==> src/sv/iougbt_ram.sv <==
module iougbt_ram #(
   parameter int Width = 64,
   parameter int Depth = 32
) (
   input  logic                     clock,
   input  logic                     wr_en,
   input  logic [$clog2(Depth)-1:0] wr_addr,
   input  logic [Width-1:0]         wr_data,
   input  logic                     rd_en,
   input  logic [$clog2(Depth)-1:0] rd_addr,
   output logic [Width-1:0]         rd_data
);

   logic [Width-1:0] mem_ff [Depth];
   logic [Width-1:0] rd_data_ff;

   always_ff @(posedge clock) begin
      if (wr_en) begin
         mem_ff[wr_addr] <= wr_data;
      end
      if (rd_en) begin
         rd_data_ff <= mem_ff[rd_addr];
      end
   end

   assign rd_data = rd_data_ff;

endmodule

==> config.mk <==
export PLATFORM = sky130hd
export DESIGN_NAME = iougbt_ram
export DESIGN_NICKNAME = d
export VERILOG_FILES = /design/src/sv/iougbt_ram.sv
export SDC_FILE = /design/constraint.sdc
export NUM_CORES = 2
export LEC_CHECK = 0
export BUFFER_PORTS_ARGS = -buffer_cell sky130_fd_sc_hd__buf_2
export CAP_MARGIN = 10
export CORE_ASPECT_RATIO = 1.25
export CORE_UTILIZATION = 35
export DETAILED_ROUTE_END_ITERATION = 16
export HOLD_SLACK_MARGIN = 0.03
export PLACE_DENSITY = 0.54
export SLEW_MARGIN = 20
export SYNTH_ARGS = -nofsm -noshare
export SYNTH_HDL_FRONTEND = slang
export SYNTH_SLANG_ARGS = --single-unit
==> constraint.sdc <==
create_clock -name clock -period 12.1 [get_ports clock]
set_input_delay 2.42 -clock clock [delete_from_list [all_inputs] [get_ports clock]]
set_output_delay 2.42 -clock clock [all_outputs]
set_load 0.005 [all_outputs]
==> impl_metrics.tcl <==
set metrics [dict create \
    drive_above_1_share_pct 34.8 \
    grt_start_max_net_pins 113 \
    grt_pass1_vias 36700 \
    cts_root_buffer "clkbuf_16" \
    htree_levels 4 \
    fp.dieW_um 429 \
    drc 0 \
    hp-class "reg -> reg" \
    syn-num-nets 3174 \
    drt-total-wl_um 206000 \
    initial_core_util_pct 35.2 \
    setup_tns_ps 0 \
    setup_ws_ps 6720 \
    area_growth_syn_to_layout_pct 14.3 \
    peakVddDrop_v 0.000110 \
    antenna_found_initial 33 \
    grtUsageTotal_pct 17.8 \
    finalNonFillerCells 6511 \
    clock.fmax_mhz 186 \
    rsz0062_at_grt "false" \
    leakage_nw 27.9 \
    syn_inst 3097 \
    hold_viol 0 \
    portBuffers 140 \
    die_area_um2 229000 \
    yosysWarningCount 0 \
    dp_cells 6136 \
    rr_worst_depth 3 \
    outcome "finished clean" \
    wl_per_cell_um 31.6 \
    synth_edf_count 2112 \
    nets 3472 \
    grt_pass1_wl_um 287000 \
    clock_skew_ps 59.5 \
    cts_tree "done" \
    synth-seq-cells 2112 \
    critPathCaptureType "flip-flop" \
    slowest_stage "buf_4" \
    crit_cells 6 \
    synth_most_common_cell "edfxtp_1" \
    crit_arrival_ps 5950 \
    yosys.area.top_type "edfxtp_1" \
    cts_resized 0 \
    path_common_cell "mux4_2" \
    finalMaxSlewViolations 0 \
    drt_first_pass_iters 5 \
    max-clock-path-buffers 4 \
    critPathLaunchType "input pin" \
    seq_area_um2 63400 \
    cp_num_buf_inv 3 \
    netlist-cell-type-count 30 \
    die_h_um 535 \
    critPathTopFamily "buffers and inverters" \
    io_pins 141 \
    fin_crit_ps 5380 \
    place_worst_setup_slack_ps 5740 \
    critPathMaxStageDelay_ps 790 \
    worst_pin_slew_ps 1170 \
    synth_top_area_share_pct 79.7 \
    fillCellCount 19600 \
    cap_viol_max_count 0 \
    ys_seq_area_share_pct 79.7 \
    cts_setup_buffers 0 \
    cp_cell_sequence "buf_8 > buf_12 > buf_4 > mux4_2 > mux4_2 > mux2_2" \
    critPathMaxFanout 77 \
    async_flop_share_pct 0 \
    avgSynthCellArea_um2 25.7 \
    final-setup-viol-count 0 \
    cp.required_ps 12670 \
    worstSetupPathType "in -> reg" \
    netlist_area_um2 79600 \
    detail-route-antenna-nets 0 \
    place.gp.congestion 0.705 \
    drt_iter0_markers 3535 \
    synthFlopType "edfxtp_1" \
    dp_hpwl_um 102000 \
    clock_sinks 2112 \
    clock_latency_ps 880 \
    whs_path_depth 3 \
    core_um2 226000 \
    overflow 0 \
    whs_ps 853 \
    pwr_density_cell_nw_per_um2 168 \
    vias_per_cell 5.39 \
    multiInputGateArea_um2 15700 \
    route.vias.total 35100 \
    slew_headroom_pct 21.9 \
    numCtsBuffers 212 \
    fin_crit_sh_pct 44.5 \
    synth.area.top_cells "edfxtp_1 80%, mux4_2 17%, mux2_2 1.0%" \
    holdBufCountCts 0 \
    synthTopCellsByCount "2,112 x edfxtp_1, 602 x mux4_2, 74 x mux2_2, 65 x buf_2, 55 x clkbuf_1" \
    num_rows 195 \
    path_clk_slew_ps 60 \
]
[layout by cell type, fill, tap and decap left out, types with 4 or more instances in the layout]
master,instances
diode_2,8
a221oi_1,12
inv_6,4
buf_12,5
o22ai_1,10
o21ai_0,9
nor2_4,32
buf_2,134
nand3b_1,5
clkbuf_16,212
buf_4,96
mux2i_1,38
bufinv_16,22
mux2_2,74
mux4_2,602
edfxtp_1,2112
clkbuf_1,42
nor2_1,9
clkinv_2,33
clkinv_1,42
nor2b_1,4
clkinvlp_4,5
[final cells by class]
| cell class | instances | share of cell area (%) |
|---|---|---|
| Inverter | 1 | 0.00412 |
| Sequential cell | 2112 | 69.7 |
| Antenna cell | 8 | 0.0220 |
| Tap cell | 2955 | 4.06 |
| Timing Repair Buffer | 240 | 1.71 |
| Multi-Input combinational cell | 828 | 17.2 |
| Clock buffer | 254 | 6.00 |
| Clock inverter | 113 | 1.30 |
[flip-flops by register name, summed over array words and instances, names as in the netlist]
name,flops
mem_ff,2048
rd_data,64
[cells by family (layout without fill, tap and decap cells)]
| kind of cell | after synthesis | count (layout) | synth area share, % |
|---|---|---|---|
| flip-flops | 2112 | 2112 | 79.7 |
| multiplexers | 714 | 714 | 18.6 |
| buffers and inverters | 157 | 608 | 0.937 |
| AND/OR/NAND/NOR | 64 | 64 | 0.376 |
| AO/OA/AOI/OAI | 50 | 50 | 0.462 |
| other | 0 | 8 | 0 |
[per-layer routing]
| metal | global-route usage [%] | up-vias | wire length (µm) |
|---|---|---|---|
| met2 | 30.2 | 944 | 105000 |
| met5 | 0 | - | 122 |
| met4 | 4.42 | 20 | 4500 |
| met3 | 2.98 | 296 | 10800 |
| met1 | 23.8 | 19700 | 85800 |
| li1 | - | 14100 | - |
[final timing paths]
check                start     endpoint  slack (ps)
max             rd_addr[0]  rd_data[39]        6720
min          mem_ff[5][34]  rd_data[34]         850
max reg2reg  mem_ff[11][7]   rd_data[7]       10070
min reg2reg  mem_ff[5][34]  rd_data[34]         850
[worst min-delay path: cells and delay by family, from the launching register on]
family,cells,cell delay (ps)
flip-flops,1,320
AO/OA/AOI/OAI,2,370
multiplexers,1,60
[report_power, final]
| part | total [W] | leakage [nW] | switching [W] | internal, W |
|---|---|---|---|---|
| combinational | 0.000688 | 5.63 | 0.000393 | 0.000295 |
| clock | 0.00642 | 3.24 | 0.00274 | 0.00367 |
| sequential | 0.00820 | 19.1 | 0.0000364 | 0.00817 |
[through the flow]
step | utilization, % | power (W) | area (µm²)
6_report | 40.3 | 0.0153 | 91000
3_5_place_dp | 37.3 | 0.00907 | 84400
5_1_grt | 40.3 | 0.0158 | 91000
4_1_cts | 40.3 | 0.0155 | 91000
2_1_floorplan | - | 0.00875 | 79600
3_3_place_gp | 37.3 | 0.00905 | 84300
Note: power is estimated with default switching activity, not from simulation.
